--- config.mk ---
export PLATFORM = sky130hd
export DESIGN_NAME = sorted_insert_priority_queue_core
export DESIGN_NICKNAME = d
export VERILOG_FILES = /design/src/hw/rtl/spq_pkg.sv /design/src/hw/rtl/spq_key_ram.sv /design/src/hw/rtl/spq_ctrl.sv /design/src/hw/rtl/sorted_insert_priority_queue_core.sv
export SDC_FILE = /design/constraint.sdc
export NUM_CORES = 1
export LEC_CHECK = 0
export BUFFER_PORTS_ARGS = -buffer_cell sky130_fd_sc_hd__buf_2
export CORE_MARGIN = 3
export CORE_UTILIZATION = 67
export CTS_CLUSTER_SIZE = 12
export DETAILED_ROUTE_END_ITERATION = 16
export PLACE_DENSITY_LB_ADDON = 0.3
export SLEW_MARGIN = 40
export SYNTH_ARGS = -nofsm -noshare
export SYNTH_HDL_FRONTEND = slang
export SYNTH_SLANG_ARGS = --single-unit
--- constraint.sdc ---
create_clock -name clk -period 13.7 [get_ports clk]
set_clock_uncertainty 0.1 [all_clocks]
set_input_delay 2.055 -clock clk [delete_from_list [all_inputs] [get_ports clk]]
set_output_delay 2.055 -clock clk [all_outputs]
set_load 0.01 [all_outputs]
--- src/hw/rtl/spq_pkg.sv ---
package spq_pkg;

	localparam int DEPTH     = 16;
	localparam int KEY_WIDTH = 32;
	localparam int ADDR_W    = $clog2(DEPTH);
	localparam int CNT_W     = $clog2(DEPTH + 1);
	localparam int CAP_W     = 5;
	localparam int LIM_W     = (CNT_W > CAP_W) ? CNT_W : CAP_W;

	localparam logic       REQ_INSERT   = 1'b0;
	localparam logic       REQ_REMOVE   = 1'b1;

	localparam logic [1:0] STATUS_OK    = 2'd0;
	localparam logic [1:0] STATUS_FULL  = 2'd1;
	localparam logic [1:0] STATUS_EMPTY = 2'd2;

	typedef struct packed {
		logic                 we;
		logic [ADDR_W-1:0]    waddr;
		logic [KEY_WIDTH-1:0] wdata;
		logic                 re;
		logic [ADDR_W-1:0]    raddr;
	} ram_req_t;

endpackage

--- src/hw/rtl/spq_key_ram.sv ---
module spq_key_ram
	import spq_pkg::*;
(
	input  logic                 clk,
	input  ram_req_t             req,
	output logic [KEY_WIDTH-1:0] rd_data
);

	logic [KEY_WIDTH-1:0] mem [DEPTH];
	logic [KEY_WIDTH-1:0] rd_data_q;

	always_ff @(posedge clk) begin
		if (req.we) begin
			mem[req.waddr] <= req.wdata;
		end
		if (req.re) begin
			rd_data_q <= mem[req.raddr];
		end
	end

	assign rd_data = rd_data_q;

endmodule

--- src/hw/rtl/spq_ctrl.sv ---
module spq_ctrl
	import spq_pkg::*;
(
	input  logic                        clk,
	input  logic                        arst_n,
	input  logic                        start,
	input  logic                        req_type,
	input  logic signed [KEY_WIDTH-1:0] key_value,
	input  logic        [CNT_W-1:0]     limit,
	output logic                        busy,
	output logic                        done,
	output logic signed [KEY_WIDTH-1:0] removed_key,
	output logic        [1:0]           status,
	output logic        [CNT_W-1:0]     entry_count,
	output ram_req_t                    ram_req,
	input  logic        [KEY_WIDTH-1:0] ram_rdata
);

	typedef enum logic [4:0] {
		ST_IDLE      = 5'b00001,
		ST_INS       = 5'b00010,
		ST_INS_LAST  = 5'b00100,
		ST_REM_HEAD  = 5'b01000,
		ST_REM_SHIFT = 5'b10000
	} spq_state_t;

	spq_state_t                  state_q, state_d;
	logic        [CNT_W-1:0]     count_q, count_d;
	logic        [ADDR_W-1:0]    idx_q, idx_d;
	logic signed [KEY_WIDTH-1:0] key_q, key_d;
	logic                        done_q, done_d;
	logic signed [KEY_WIDTH-1:0] removed_q, removed_d;
	logic        [1:0]           status_q, status_d;

	always_comb begin
		state_d   = state_q;
		count_d   = count_q;
		idx_d     = idx_q;
		key_d     = key_q;
		done_d    = 1'b0;
		removed_d = removed_q;
		status_d  = status_q;
		ram_req   = '0;
		case (state_q)
			ST_IDLE: begin
				if (start) begin
					if (req_type == REQ_INSERT) begin
						if (count_q >= limit) begin
							done_d    = 1'b1;
							status_d  = STATUS_FULL;
							removed_d = '0;
						end else if (count_q == '0) begin
							ram_req.we    = 1'b1;
							ram_req.waddr = '0;
							ram_req.wdata = key_value;
							count_d       = CNT_W'(1);
							done_d        = 1'b1;
							status_d      = STATUS_OK;
							removed_d     = '0;
						end else begin
							key_d         = key_value;
							ram_req.re    = 1'b1;
							ram_req.raddr = ADDR_W'(count_q - CNT_W'(1));
							idx_d         = ADDR_W'(count_q - CNT_W'(1));
							state_d       = ST_INS;
						end
					end else begin
						if (count_q == '0) begin
							done_d    = 1'b1;
							status_d  = STATUS_EMPTY;
							removed_d = '0;
						end else begin
							ram_req.re    = 1'b1;
							ram_req.raddr = '0;
							state_d       = ST_REM_HEAD;
						end
					end
				end
			end
			ST_INS: begin
				ram_req.we    = 1'b1;
				ram_req.waddr = idx_q + ADDR_W'(1);
				if ($signed(ram_rdata) > key_q) begin
					ram_req.wdata = ram_rdata;
					if (idx_q == '0) begin
						state_d = ST_INS_LAST;
					end else begin
						ram_req.re    = 1'b1;
						ram_req.raddr = idx_q - ADDR_W'(1);
						idx_d         = idx_q - ADDR_W'(1);
					end
				end else begin
					ram_req.wdata = key_q;
					count_d       = count_q + CNT_W'(1);
					done_d        = 1'b1;
					status_d      = STATUS_OK;
					removed_d     = '0;
					state_d       = ST_IDLE;
				end
			end
			ST_INS_LAST: begin
				ram_req.we    = 1'b1;
				ram_req.waddr = '0;
				ram_req.wdata = key_q;
				count_d       = count_q + CNT_W'(1);
				done_d        = 1'b1;
				status_d      = STATUS_OK;
				removed_d     = '0;
				state_d       = ST_IDLE;
			end
			ST_REM_HEAD: begin
				done_d    = 1'b1;
				status_d  = STATUS_OK;
				removed_d = ram_rdata;
				count_d   = count_q - CNT_W'(1);
				if (count_q == CNT_W'(1)) begin
					state_d = ST_IDLE;
				end else begin
					ram_req.re    = 1'b1;
					ram_req.raddr = ADDR_W'(1);
					idx_d         = ADDR_W'(1);
					state_d       = ST_REM_SHIFT;
				end
			end
			ST_REM_SHIFT: begin
				ram_req.we    = 1'b1;
				ram_req.waddr = idx_q - ADDR_W'(1);
				ram_req.wdata = ram_rdata;
				if (CNT_W'(idx_q) == count_q) begin
					state_d = ST_IDLE;
				end else begin
					ram_req.re    = 1'b1;
					ram_req.raddr = idx_q + ADDR_W'(1);
					idx_d         = idx_q + ADDR_W'(1);
				end
			end
			default: begin
				state_d = ST_IDLE;
			end
		endcase
	end

	always_ff @(posedge clk or negedge arst_n) begin
		if (!arst_n) begin
			state_q <= ST_IDLE;
			count_q <= '0;
			done_q  <= 1'b0;
		end else begin
			state_q <= state_d;
			count_q <= count_d;
			done_q  <= done_d;
		end
	end

	always_ff @(posedge clk) begin
		idx_q     <= idx_d;
		key_q     <= key_d;
		removed_q <= removed_d;
		status_q  <= status_d;
	end

	assign busy        = (state_q != ST_IDLE);
	assign done        = done_q;
	assign removed_key = removed_q;
	assign status      = status_q;
	assign entry_count = count_q;

endmodule

--- src/hw/rtl/sorted_insert_priority_queue_core.sv ---
// Sorted priority queue of signed keys held in one single-port-read, single-port-write
// key memory. An item is taken when start is high and busy is low; its result appears
// on removed_key, status and entry_count for one cycle with done high, and must be
// captured then, as it cannot be held off. A dropped insert (queue full) or a remove
// from an empty queue is answered from the idle state and a new item may follow at once.
// An insert into an empty queue is also answered from the idle state. Any other insert
// walks the memory from the top entry down, one entry per cycle, moving larger keys up,
// and then writes the new key above the first key that is not larger, or at entry 0
// when it becomes the smallest. A remove reads the head and then moves the other n - 1
// keys down one entry per cycle for n stored keys; its result shows after the head read
// while the move-down still runs. The one memory read port sets this pace. Write
// capacity_limit through cfg_we and cfg_wdata only while idle.
module sorted_insert_priority_queue_core
	import spq_pkg::*;
(
	input  logic                        clk,
	input  logic                        arst_n,
	input  logic                        cfg_we,
	input  logic        [CAP_W-1:0]     cfg_wdata,
	input  logic                        start,
	output logic                        busy,
	input  logic                        req_type,
	input  logic signed [KEY_WIDTH-1:0] key_value,
	output logic                        done,
	output logic signed [KEY_WIDTH-1:0] removed_key,
	output logic        [1:0]           status,
	output logic        [CNT_W-1:0]     entry_count
);

	logic [CAP_W-1:0]     cap_q;
	logic [LIM_W-1:0]     cap_ext;
	logic [LIM_W-1:0]     depth_ext;
	logic [CNT_W-1:0]     limit;
	ram_req_t             ram_req;
	logic [KEY_WIDTH-1:0] ram_rdata;

	always_ff @(posedge clk or negedge arst_n) begin
		if (!arst_n) begin
			cap_q <= CAP_W'(DEPTH);
		end else if (cfg_we) begin
			cap_q <= cfg_wdata;
		end
	end

	always_comb begin
		cap_ext   = LIM_W'(cap_q);
		depth_ext = LIM_W'(DEPTH);
		if (cap_ext > depth_ext) begin
			limit = CNT_W'(depth_ext);
		end else begin
			limit = CNT_W'(cap_ext);
		end
	end

	spq_ctrl u_ctrl (
		.clk         (clk),
		.arst_n      (arst_n),
		.start       (start),
		.req_type    (req_type),
		.key_value   (key_value),
		.limit       (limit),
		.busy        (busy),
		.done        (done),
		.removed_key (removed_key),
		.status      (status),
		.entry_count (entry_count),
		.ram_req     (ram_req),
		.ram_rdata   (ram_rdata)
	);

	spq_key_ram u_key_ram (
		.clk     (clk),
		.req     (ram_req),
		.rd_data (ram_rdata)
	);

endmodule

Word-level counts from Yosys, hierarchy flattened --
Memories as Yosys holds them, arrays and structs flattened. A register that Yosys moved wholly into a read port is not among the register bits. Index checks and enable logic that the tools add are counted.
Cells by class: $add $sub $neg 4, magnitude comparators 3, equality and inequality tests 23, muxes and demuxes 61, bitwise logic cells 3, reduce and logical (&&, ||, !) cells 12
Operator list (number):
- $mux W32 | 6
- $pmux W37 S4 | 1
- $pmux W32 S4 | 1
- $mux W5 | 22
- $mux W42 | 2
- $mux W37 | 2
- $pmux W5 S4 | 3
- $gt A32 B32 Y1 | 1
- $mux W4 | 8
- $ne A2 B2 Y1 const B | 8
- $pmux W4 S4 | 1
- $reduce_and A5 Y1 | 3
- $mux W2 | 6
- $eq A5 B1 Y1 const B | 2
- $reduce_and A9 Y1 | 1
- $reduce_bool A4 Y1 | 2
- $mux W1 | 7
- $ne A2 B1 Y1 const B | 3
- $ne A3 B3 Y1 const B | 2
- $pmux W2 S3 | 1
- $reduce_and A6 Y1 | 1
- $add A5 B1 Y5 const B | 1
- $eq A4 B5 Y1 | 1
- $eq A5 B2 Y1 const B | 1
- other kinds (18) | 20
Storage, ports and cells: register bits 86, RAM bits 512, input port bits 42, output and inout port bits 41, word-level logic and storage cells 115, memories 1
Memories:
- u_key_ram.mem | words 16, bits a word 32, rd ports 1, clocked after memory_dff 1, wr ports 1, line spq_key_ram.sv:9 | logic [KEY_WIDTH-1:0] mem [DEPTH];

Logic depth before layout (Yosys ltp) --
Gate-level depths: netlist of run 1.
word-level depth 9, mapped depth 15, gate-level depth less buffers 12

Modules after synthesis --
A second synthesis of run 1 with hierarchy kept.
Unflattened totals: cell total of the unflattened synthesis 1350, area total of the unflattened synthesis 25692.1 µm²
By module, submodules not included:
- spq_key_ram | times used 1, cells an instance 838, area an instance 20155.6 µm², seq. area each 16335.7 µm²
- spq_ctrl | times used 1, cells an instance 497, area an instance 5325.1 µm², seq. area each 2378.5 µm²
- sorted_insert_priority_queue_core | times used 1, cells an instance 15, area an instance 211.5 µm², seq. area each 126.4 µm²

Worst setup path before layout of run 1 --
Ideal clock, no wire load.
path kind input -> register, from input start, to memory u_key_ram.mem[0][0], enable pin, library setup time 421 ps, data arrival time 4358 ps, data required time 13179 ps, path slack 8821 ps, cell stages on the path 4, path buffers 0, path through nand2_1 -> nor4_1 -> nor2_1 -> nor2_1
Between the ends: longest elaborated chain between the ends 4
Ends and longest elaborated chain:
- from (decl) | line sorted_insert_priority_queue_core.sv:20 | input logic start,
- $mux W42 (*) | line spq_ctrl.sv:46 | if (start) begin
- $pmux W37 S4 (*) | line spq_ctrl.sv:44 | case (state_q)
- $mux W1 | line spq_key_ram.sv:13 | if (req.we) begin
- $mux W1 (not written as such) | line spq_key_ram.sv:14 | mem[req.waddr] <= req.wdata;
- to (decl) | line spq_key_ram.sv:9
Every way passes the cells marked *; elsewhere a longest branch is shown, timed or not.

Worst setup path in the final report of run 1 --
from input start, to register u_key_ram.rd_data_q[11], in the netlist u_key_ram.rd_data[11] (read register of u_key_ram.mem), data pin
Between the ends: longest elaborated chain between the ends 2
Ends and longest elaborated chain:
- $mux W42 | line spq_ctrl.sv:46
- $pmux W5 S4 | line spq_ctrl.sv:44
- to (decl) | line spq_key_ram.sv:10 | logic [KEY_WIDTH-1:0] rd_data_q;
Every way passes these cells. A chain may end at the register's enable or synchronous reset.

==> results of run 1 <==
==> metrics by stage <==
stage	power, mW	setup slack (ps)	hold WS, ps
after floorplan	3.81	8820	373
after global placement	4.29	7630	394
after detailed placement	4.38	7730	393
after CTS	5.88	8170	414
after global routing	6.14	7860	431
final	5.91	8060	411
==> how the worst max path moves through the flow <==
stage / start / end / slack [ps]
6_report: start / u_key_ram.rd_data[11] / 8060
5_1_grt: start / u_key_ram.rd_data[11] / 7860
4_1_cts: start / u_key_ram.rd_data[11] / 8170
3_5_place_dp: start / u_key_ram.rd_data[11] / 7730
3_3_place_gp: start / u_key_ram.rd_data[15] / 7630
2_1_floorplan: start / u_key_ram.mem[0][0] / 8820
==> worst register-to-register path: stages (launching register included) <==
cell	delay (ps)
sky130_fd_sc_hd__edfxtp_1	470
sky130_fd_sc_hd__ha_1	360
sky130_fd_sc_hd__nand4_1	220
sky130_fd_sc_hd__or4_1	660
sky130_fd_sc_hd__a21oi_1	190
sky130_fd_sc_hd__o31ai_2	150
sky130_fd_sc_hd__a21oi_4	260
sky130_fd_sc_hd__o21a_4	530
sky130_fd_sc_hd__buf_4	640
sky130_fd_sc_hd__buf_4	610
sky130_fd_sc_hd__nand2_1	140
sky130_fd_sc_hd__and3_1	200
sky130_fd_sc_hd__o32ai_1	470
sky130_fd_sc_hd__a221o_1	240
==> layer usage <==
metal  wire [um]  vias to the layer above
li1            -                     7225
met1       24500                     8168
met5           0                        -
met4        2470                        0
met3        7100                      182
met2       30800                     1132
==> cell usage in the layout (no fill, tap or decap), types with 6 or more instances in the layout <==
cell                        netlist  layout
sky130_fd_sc_hd__nand2_1        297     297
sky130_fd_sc_hd__clkbuf_16        0      62
sky130_fd_sc_hd__clkinv_1         0      10
sky130_fd_sc_hd__a221o_1         34      34
sky130_fd_sc_hd__a211oi_1        97      97
sky130_fd_sc_hd__inv_1           40      39
sky130_fd_sc_hd__nand4_1          7       7
sky130_fd_sc_hd__buf_2           31      82
sky130_fd_sc_hd__and2_0          23      23
sky130_fd_sc_hd__ha_1            43      43
sky130_fd_sc_hd__o211ai_1         6       6
sky130_fd_sc_hd__nor3_1           7       7
sky130_fd_sc_hd__nand2b_1         6       6
sky130_fd_sc_hd__dfrtp_1         14      14
sky130_fd_sc_hd__a22oi_1         34      34
sky130_fd_sc_hd__nor2_4           0      19
sky130_fd_sc_hd__o32ai_1         32      32
sky130_fd_sc_hd__and2_1          77      77
sky130_fd_sc_hd__nand3_1          7       7
sky130_fd_sc_hd__o21ai_0         18      18
sky130_fd_sc_hd__a21oi_1         28      28
sky130_fd_sc_hd__mux2_2          36      36
sky130_fd_sc_hd__buf_4            8      31
sky130_fd_sc_hd__and3_1          34      34
sky130_fd_sc_hd__nor2_1          31      12
sky130_fd_sc_hd__edfxtp_1       614     614
sky130_fd_sc_hd__mux2i_1         65      65
sky130_fd_sc_hd__clkbuf_1        61      17
sky130_fd_sc_hd__a31oi_1         68      67
sky130_fd_sc_hd__a22o_1          33      33
==> cell usage after synthesis (all sizes together) (5+ instances only) <==
cell / count
ha: 43
mux2: 36
a221o: 34
buf: 50
dfrtp: 14
a22o: 33
a211oi: 97
mux2i: 65
o21a: 5
nor3: 9
clkbuf: 61
nand2: 298
a21oi: 29
nor2: 31
nand2b: 6
o21ai: 22
edfxtp: 614
o32ai: 32
and3: 34
nand3: 7
o211ai: 6
and2: 100
a22oi: 34
inv: 40
nand4: 7
a31oi: 68
==> logic make-up after synthesis <==
logic type / after synthesis / synth area share [%]
and+or+nand+nor: 515 / 9.18
DFF: 630 / 71.0
adders and majority gates: 43 / 2.03
xor gates and xnor gates: 8 / 0.264
buffers and inverters: 151 / 2.54
muxes: 101 / 3.98
AOI/OAI and AO/OA: 388 / 11.0
==> registers in the layout, indices dropped and copies added (netlist names) <==
name / count
u_key_ram.rd_data: 32
u_ctrl.done: 1
u_ctrl.state_q: 5
u_ctrl.status: 2
cap_ext: 5
u_key_ram.mem: 512
u_ctrl.idx_q: 4
u_ctrl.entry_count: 5
u_ctrl.key_q: 32
u_ctrl.removed_key: 32
==> cell type report <==
class / count / area [sq um] / share of cell area (%)
Sequential cell: 630 / 18800 / 64.3
Multi-Input combinational cell: 1055 / 7210 / 24.6
Clock buffer: 79 / 1620 / 5.51
Tap cell: 518 / 648 / 2.21
Clock inverter: 12 / 85.1 / 0.290
Inverter: 40 / 150 / 0.512
Timing Repair Buffer: 121 / 761 / 2.60
==> power by group through the flow <==
stage / Clock, mW / Sequential [mW] / Combinational [mW]
after floorplan: 0 / 2.65 / 1.16
after global placement: 0 / 2.69 / 1.60
after detailed placement: 0 / 2.70 / 1.69
after CTS: 1.51 / 2.66 / 1.71
after global routing: 1.58 / 2.68 / 1.88
final: 1.50 / 2.67 / 1.75
==> run_summary.xml, run 1 <==
<?xml version="1.0" encoding="UTF-8"?>
<metrics>
  <group name="clock_network">
    <metric name="cts_tree" unit="">built</metric>
    <metric name="worstSkewPairLatency" unit="ps">620</metric>
    <metric name="tritoncts.num_buffers" unit="">61</metric>
    <metric name="post_cts_hold_buffer_count" unit="">0</metric>
    <metric name="h_tree_depth" unit="">2</metric>
    <metric name="cts_resized" unit="">0</metric>
    <metric name="cts.root.buffer_cell" unit="">sky130_fd_sc_hd__clkbuf_16</metric>
    <metric name="clock_sinks" unit="">630</metric>
    <metric name="worst_path_clk_slew" unit="ps">60</metric>
    <metric name="number_of_buffers_inserted_to_repair_setup_after_cts" unit="">0</metric>
    <metric name="cts_buffer_depth" unit="">3</metric>
  </group>
  <group name="power_and_ir_drop">
    <metric name="standby_leakage_power" unit="nW">10.7</metric>
    <metric name="power_density" unit="nW/um^2">202</metric>
    <metric name="switching_share" unit="%">33.2</metric>
    <metric name="power.switching" unit="mW">1.97</metric>
    <metric name="share_comb_of_total_power" unit="%">29.5</metric>
    <metric name="sequentialPowerShare" unit="%">45.1</metric>
    <metric name="worst_ir_drop_vdd" unit="uV">174</metric>
    <metric name="intPower" unit="mW">3.95</metric>
    <metric name="p_clk_share" unit="%">25.3</metric>
  </group>
  <group name="global_routing">
    <metric name="grt_antenna_before_repair" unit="">0</metric>
    <metric name="groute.layer.met2.usage" unit="%">49.2</metric>
    <metric name="largest_net_degree_at_the_start_of_global_routing" unit="">164</metric>
    <metric name="top_usage_layer_grt" unit="">met2</metric>
    <metric name="number_of_global_route_vias_before_repair" unit="">16300</metric>
    <metric name="grt.met3_usage" unit="%">5.61</metric>
    <metric name="globalRoute.totalOverflow" unit="">0</metric>
    <metric name="globalRouteTotalUtil" unit="%">30.9</metric>
    <metric name="grt_first_pass_wirelength" unit="um">96700</metric>
    <metric name="met1_usage" unit="%">42.9</metric>
  </group>
  <group name="placed_design">
    <metric name="dpl.cell_count" unit="">2363</metric>
    <metric name="dp_hpwl" unit="um">34700</metric>
    <metric name="number_of_buffers_added_on_ports" unit="">82</metric>
    <metric name="gp_congestion" unit="">0.821</metric>
    <metric name="postPlaceCellArea" unit="sq um">27600</metric>
  </group>
  <group name="sta">
    <metric name="rsz0062_at_grt" unit="">no</metric>
    <metric name="final_total_negative_setup_slack" unit="ps">0</metric>
    <metric name="report.final.slew_viol_count" unit="">0</metric>
    <metric name="max-slew-margin-rel" unit="%">43.3</metric>
    <metric name="finalCriticalPeriod" unit="ps">5640</metric>
    <metric name="worst_pin_slew" unit="ps">850</metric>
    <metric name="finalSetupViolCount" unit="">0</metric>
    <metric name="fmaxAchievable" unit="GHz">0.177</metric>
    <metric name="final_hold_viol_count" unit="">0</metric>
    <metric name="finalCritPeriodShare" unit="%">41.2</metric>
  </group>
  <group name="critical_path">
    <metric name="largest_delay_contributor_family_on_the_critical_path" unit="">compound AO/OA/AOI/OAI gates</metric>
    <metric name="critPathSlowestCell" unit="">sky130_fd_sc_hd__buf_4</metric>
    <metric name="arrival" unit="ps">6010</metric>
    <metric name="cp_num_buf_inv" unit="">3</metric>
    <metric name="worst_path_largest_cell_delay" unit="ps">610</metric>
    <metric name="worst_r2r_path_depth" unit="">13</metric>
    <metric name="crit-reg2reg-capture" unit="">u_key_ram.rd_data[11]</metric>
    <metric name="crit_path_cell_trace" unit="">buf_2, nand2_1, or4_1, o211ai_1, o21a_4, buf_4, buf_4, nand2_1, and3_1, o32ai_1, a221o_1</metric>
    <metric name="critical_path.max_fanout" unit="">56</metric>
    <metric name="worst-r2r-setup-slack" unit="ps">8320</metric>
    <metric name="worst_r2r_startpoint" unit="">u_key_ram.rd_data[14]</metric>
    <metric name="worstSetupStartpointType" unit="">primary input</metric>
    <metric name="endpoint_kind" unit="">flop</metric>
    <metric name="timing.critical_path.required" unit="ps">14070</metric>
    <metric name="worstSetupPathType" unit="">in -&gt; reg</metric>
    <metric name="worst-path-stages" unit="">11</metric>
  </group>
  <group name="synthesis">
    <metric name="post_synth_instance_area" unit="sq um">26500</metric>
    <metric name="synth_top_cell_area_share" unit="%">69.5</metric>
    <metric name="postSynth.topFlopCell" unit="">sky130_fd_sc_hd__edfxtp_1</metric>
    <metric name="synth_enable_flop_cells" unit="">614</metric>
    <metric name="netlist-cell-type-count" unit="">63</metric>
    <metric name="synth_area_per_cell" unit="sq um">14.4</metric>
    <metric name="ys_warn_count" unit="">0</metric>
    <metric name="post_synth_main_area_contributors" unit="">sky130_fd_sc_hd__edfxtp_1, sky130_fd_sc_hd__nand2_1, sky130_fd_sc_hd__a211oi_1</metric>
    <metric name="postSynthRegisterBits" unit="">630</metric>
    <metric name="async_flop_share" unit="%">2.54</metric>
    <metric name="yosys.area.top_type" unit="">sky130_fd_sc_hd__edfxtp_1</metric>
    <metric name="synth_cells" unit="">1836</metric>
    <metric name="sequential_fraction_of_the_synthesis_area" unit="%">71.0</metric>
    <metric name="synthesized_net_count" unit="">1921</metric>
  </group>
  <group name="drt">
    <metric name="drc_errors" unit="">0</metric>
    <metric name="wl" unit="um">65000</metric>
    <metric name="drt-initial-drc-count" unit="">2517</metric>
    <metric name="number_of_detailed_route_iterations_in_the_first_pass" unit="">6</metric>
    <metric name="wl_per_cell" unit="um">26.5</metric>
    <metric name="post_drt_via_cell_ratio" unit="">6.81</metric>
    <metric name="postRouteAntennaNets" unit="">0</metric>
    <metric name="num_vias" unit="">16700</metric>
  </group>
  <group name="die">
    <metric name="die_h" unit="um">205</metric>
    <metric name="floorplan.initialDensity" unit="%">68.2</metric>
    <metric name="core-area" unit="sq um">38900</metric>
    <metric name="rows" unit="">72</metric>
    <metric name="die-width" unit="um">205</metric>
    <metric name="design.portCount" unit="">83</metric>
    <metric name="fp.dieArea" unit="sq um">42000</metric>
  </group>
  <group name="worst_hold_path">
    <metric name="hp-start" unit="">cap_ext[2]</metric>
    <metric name="hold_end" unit="">cap_ext[2]</metric>
    <metric name="worstHoldPathType" unit="">reg -&gt; reg</metric>
    <metric name="min_delay_path_depth" unit="">1</metric>
  </group>
  <group name="layout">
    <metric name="post_route_cells_drive_above_1_share" unit="%">13.4</metric>
    <metric name="fin_cells" unit="">2455</metric>
    <metric name="finish.net_count" unit="">1994</metric>
    <metric name="fillerInstances" unit="">2258</metric>
    <metric name="final_cell_area" unit="sq um">29300</metric>
    <metric name="post-route-util" unit="%">75.3</metric>
    <metric name="antennaDiodeCount" unit="">0</metric>
    <metric name="areaGrowthSynthToFinish" unit="%">10.5</metric>
  </group>
  <group name="run">
    <metric name="max_cap_viol" unit="">0</metric>
  </group>
  <group name="status">
    <metric name="run_status" unit="">complete, no violations</metric>
  </group>
</metrics>
Power figures use the tool's default switching activity.
==> inputs of run 2 (changes only) <==
--- a/config.mk
+++ b/config.mk
@@ -5,9 +5,10 @@
 export SDC_FILE = /design/constraint.sdc
 export NUM_CORES = 1
 export LEC_CHECK = 0
+export ABC_AREA = 1
 export BUFFER_PORTS_ARGS = -buffer_cell sky130_fd_sc_hd__buf_2
 export CORE_MARGIN = 3
-export CORE_UTILIZATION = 67
+export CORE_UTILIZATION = 62
 export CTS_CLUSTER_SIZE = 12
 export DETAILED_ROUTE_END_ITERATION = 16
 export PLACE_DENSITY_LB_ADDON = 0.3
==> constraint.sdc (replaced) <==
create_clock -name clk -period 5.7 [get_ports clk]
set_clock_uncertainty 0.1 [all_clocks]
set_input_delay 0.855 -clock clk [delete_from_list [all_inputs] [get_ports clk]]
set_output_delay 0.855 -clock clk [all_outputs]
set_load 0.01 [all_outputs]
==> run_summary.xml, run 2 <==
<?xml version="1.0" encoding="UTF-8"?>
<metrics>
  <group name="layout">
    <metric name="largest_register_ff_count" unit="">512</metric>
    <metric name="areaGrowthSynthToFinish" unit="%">11.2</metric>
    <metric name="ff_latch_area" unit="sq um">18800</metric>
    <metric name="finish.net_count" unit="">2546</metric>
    <metric name="fillerInstances" unit="">2852</metric>
    <metric name="layout_commonest_cell" unit="">sky130_fd_sc_hd__nand3_1</metric>
    <metric name="mostFrequentLayoutCells" unit="">sky130_fd_sc_hd__nand3_1, sky130_fd_sc_hd__edfxtp_1, sky130_fd_sc_hd__nand2_1, sky130_fd_sc_hd__inv_1, sky130_fd_sc_hd__buf_2</metric>
    <metric name="largest-register" unit="">u_key_ram.mem</metric>
    <metric name="post_route_cells_drive_above_1_share" unit="%">11.8</metric>
    <metric name="multi_input_area" unit="sq um">7630</metric>
    <metric name="antennaDiodeCount" unit="">0</metric>
  </group>
  <group name="synthesis">
    <metric name="yosys-top-cells-count" unit="">sky130_fd_sc_hd__nand3_1, sky130_fd_sc_hd__edfxtp_1, sky130_fd_sc_hd__nand2_1, sky130_fd_sc_hd__inv_1, sky130_fd_sc_hd__buf_2</metric>
    <metric name="post_synth_instance_area" unit="sq um">27600</metric>
    <metric name="sequential_fraction_of_the_synthesis_area" unit="%">68.2</metric>
    <metric name="arithmetic_cell_share_of_the_synthesized_area_counting_full_adders_half_adders_and_majority_gates" unit="%">1.95</metric>
    <metric name="postSynth.topFlopCell" unit="">sky130_fd_sc_hd__edfxtp_1</metric>
    <metric name="simple_gate_share_of_the_synthesized_area" unit="%">21.5</metric>
    <metric name="synth_top_family_by_area" unit="">simple AND/OR/NAND/NOR gates</metric>
    <metric name="synth_cells" unit="">2397</metric>
    <metric name="synth.mux.area_fraction" unit="%">0.122</metric>
    <metric name="synth_enable_flop_cells" unit="">614</metric>
    <metric name="synth_top_cell_area_share" unit="%">66.7</metric>
    <metric name="postSynthRegisterBits" unit="">630</metric>
    <metric name="post_synth_main_area_contributors" unit="">sky130_fd_sc_hd__edfxtp_1, sky130_fd_sc_hd__nand3_1, sky130_fd_sc_hd__nand2_1</metric>
    <metric name="netlist-cell-type-count" unit="">45</metric>
    <metric name="ys_warn_count" unit="">0</metric>
    <metric name="synth-xor-area-share" unit="%">0.254</metric>
    <metric name="synthesized_net_count" unit="">2482</metric>
    <metric name="yosys.area.top_type" unit="">sky130_fd_sc_hd__edfxtp_1</metric>
    <metric name="most_frequent_cell_after_synthesis" unit="">sky130_fd_sc_hd__nand3_1</metric>
    <metric name="synth-compound-area-share" unit="%">2.86</metric>
    <metric name="async_flop_share" unit="%">2.54</metric>
    <metric name="synth_area_per_cell" unit="sq um">11.5</metric>
  </group>
  <group name="drt">
    <metric name="post_drt_via_cell_ratio" unit="">6.50</metric>
    <metric name="drt-initial-drc-count" unit="">3277</metric>
    <metric name="postRouteAntennaNets" unit="">0</metric>
    <metric name="wl_per_cell" unit="um">23.8</metric>
    <metric name="drc_errors" unit="">0</metric>
    <metric name="wl" unit="um">73200</metric>
    <metric name="number_of_detailed_route_iterations_in_the_first_pass" unit="">8</metric>
    <metric name="num_vias" unit="">20000</metric>
  </group>
  <group name="placed_design">
    <metric name="gp_congestion" unit="">0.890</metric>
    <metric name="number_of_buffers_added_on_ports" unit="">82</metric>
    <metric name="dp_hpwl" unit="um">43100</metric>
  </group>
  <group name="clock_network">
    <metric name="worst_path_clk_slew" unit="ps">60</metric>
    <metric name="cts.root.buffer_cell" unit="">sky130_fd_sc_hd__clkbuf_16</metric>
    <metric name="cts_resized" unit="">0</metric>
    <metric name="cts_buffer_depth" unit="">3</metric>
    <metric name="number_of_buffers_inserted_to_repair_setup_after_cts" unit="">0</metric>
    <metric name="tritoncts.num_buffers" unit="">61</metric>
    <metric name="worstSkewPairLatency" unit="ps">640</metric>
    <metric name="h_tree_depth" unit="">2</metric>
    <metric name="post_cts_hold_buffer_count" unit="">0</metric>
    <metric name="cts_tree" unit="">built</metric>
    <metric name="clock_sinks" unit="">630</metric>
  </group>
  <group name="critical_path">
    <metric name="worstSetupPathType" unit="">reg -&gt; reg</metric>
    <metric name="endpoint_kind" unit="">flop</metric>
    <metric name="startpoint" unit="">u_key_ram.rd_data[31]</metric>
    <metric name="timing.critical_path.required" unit="ps">6110</metric>
    <metric name="arrival" unit="ps">4910</metric>
    <metric name="critical_path.max_fanout" unit="">119</metric>
    <metric name="worstSetupStartpointType" unit="">flop</metric>
    <metric name="worst_r2r_startpoint" unit="">u_key_ram.rd_data[31]</metric>
  </group>
  <group name="die">
    <metric name="fp.dieArea" unit="sq um">47100</metric>
    <metric name="rows" unit="">76</metric>
    <metric name="die-width" unit="um">217</metric>
    <metric name="core-area" unit="sq um">43600</metric>
    <metric name="design.portCount" unit="">83</metric>
    <metric name="floorplan.initialDensity" unit="%">63.4</metric>
    <metric name="die_h" unit="um">217</metric>
  </group>
  <group name="sta">
    <metric name="final_hold_viol_count" unit="">0</metric>
    <metric name="finalCriticalPeriod" unit="ps">4500</metric>
    <metric name="finalSetupViolCount" unit="">0</metric>
    <metric name="report.final.slew_viol_count" unit="">0</metric>
    <metric name="final_total_negative_setup_slack" unit="ps">0</metric>
    <metric name="finalCritPeriodShare" unit="%">79.0</metric>
    <metric name="worst_pin_slew" unit="ps">852</metric>
    <metric name="rsz0062_at_grt" unit="">no</metric>
    <metric name="max-slew-margin-rel" unit="%">43.2</metric>
    <metric name="fmaxAchievable" unit="GHz">0.222</metric>
  </group>
  <group name="global_routing">
    <metric name="grt_first_pass_wirelength" unit="um">112000</metric>
    <metric name="grt_antenna_before_repair" unit="">0</metric>
    <metric name="largest_net_degree_at_the_start_of_global_routing" unit="">134</metric>
    <metric name="globalRoute.totalOverflow" unit="">0</metric>
    <metric name="number_of_global_route_vias_before_repair" unit="">19500</metric>
    <metric name="globalRouteTotalUtil" unit="%">31.1</metric>
  </group>
  <group name="power_and_ir_drop">
    <metric name="worst_ir_drop_vdd" unit="uV">549</metric>
    <metric name="standby_leakage_power" unit="nW">11.6</metric>
    <metric name="total_design_power" unit="mW">16.0</metric>
    <metric name="power_density" unit="nW/um^2">522</metric>
  </group>
  <group name="run">
    <metric name="max_cap_viol" unit="">0</metric>
  </group>
  <group name="worst_hold_path">
    <metric name="worstHoldPathType" unit="">in -&gt; async</metric>
  </group>
  <group name="status">
    <metric name="run_status" unit="">complete, no violations</metric>
  </group>
</metrics>
## run 2: cell families after synthesis
kind of cell / count (synthesis)
AND/OR/NAND/NOR: 1303
flip-flops: 630
buffers and inverters: 286
AO/OA/AOI/OAI: 124
adder cells (fa/ha/maj): 43
XOR/XNOR: 8
multiplexers: 3
## run 2: final cells by class
cell class	instances	share of cell area (%)
Tap cell	585	2.38
Timing Repair Buffer	160	4.19
Clock inverter	12	0.346
Sequential cell	630	61.3
Multi-Input combinational cell	1481	24.9
Inverter	127	1.60
Clock buffer	81	5.31
## run 2: critical path, stage by stage, from the launching register on
cell	delay, ps
sky130_fd_sc_hd__edfxtp_1	480
sky130_fd_sc_hd__ha_1	420
sky130_fd_sc_hd__nand2_1	90
sky130_fd_sc_hd__nor2_1	140
sky130_fd_sc_hd__nand2_1	130
sky130_fd_sc_hd__nor2_1	190
sky130_fd_sc_hd__nand4_1	330
sky130_fd_sc_hd__nand4_4	300
sky130_fd_sc_hd__nand2_8	300
sky130_fd_sc_hd__nand2_8	700
sky130_fd_sc_hd__buf_4	500
sky130_fd_sc_hd__nand2_1	130
sky130_fd_sc_hd__nand3_1	120
sky130_fd_sc_hd__nand3_1	120
sky130_fd_sc_hd__nand2_1	120
sky130_fd_sc_hd__nand2_1	50
sky130_fd_sc_hd__nand2_1	80
## run 2: stage by stage
stage                     utilization [%]  std cells  cell area, sq um  hold slack [ps]  worst slack (ps)
final                                70.5       3076             30700             17.2              1200
after global routing                 70.5       3076             30700             32.5               917
after CTS                            70.5       3075             30700             14.2              1290
after detailed placement             66.5       2982             29000              405              1310
after global placement               65.4       2963             28500              398              1290
after floorplan                         -       2397             27600              381               959
## run 2: final timing paths
path                       slack [ps]               endpoint  depth (start not counted)
setup / recovery                 1200  u_key_ram.rd_data[23]                         16
hold / removal                     20  u_ctrl.entry_count[3]                          1
setup reg to reg                 1200  u_key_ram.rd_data[23]                         16
hold reg to reg                   420             cap_ext[2]                          1
max in group asynchronous        5190      u_ctrl.state_q[0]                          1
min in group clk                  320       u_ctrl.key_q[19]                          1
## run 2: where the power goes
group          switching (mW)  total (mW)  internal [mW]
Sequential              0.365        6.64           6.27
Clock                    1.62        3.64           2.02
Combinational            4.30        5.75           1.45
Total                    6.29        16.0           9.74
## run 2: metal layers
layer	global-route usage, %	vias to the layer above	part of all wire, %
li1	-	8757	-
met1	43.4	9595	36
met2	48.7	1426	47
met3	5.98	211	13
met4	12.9	0	3.6
met5	0	-	0
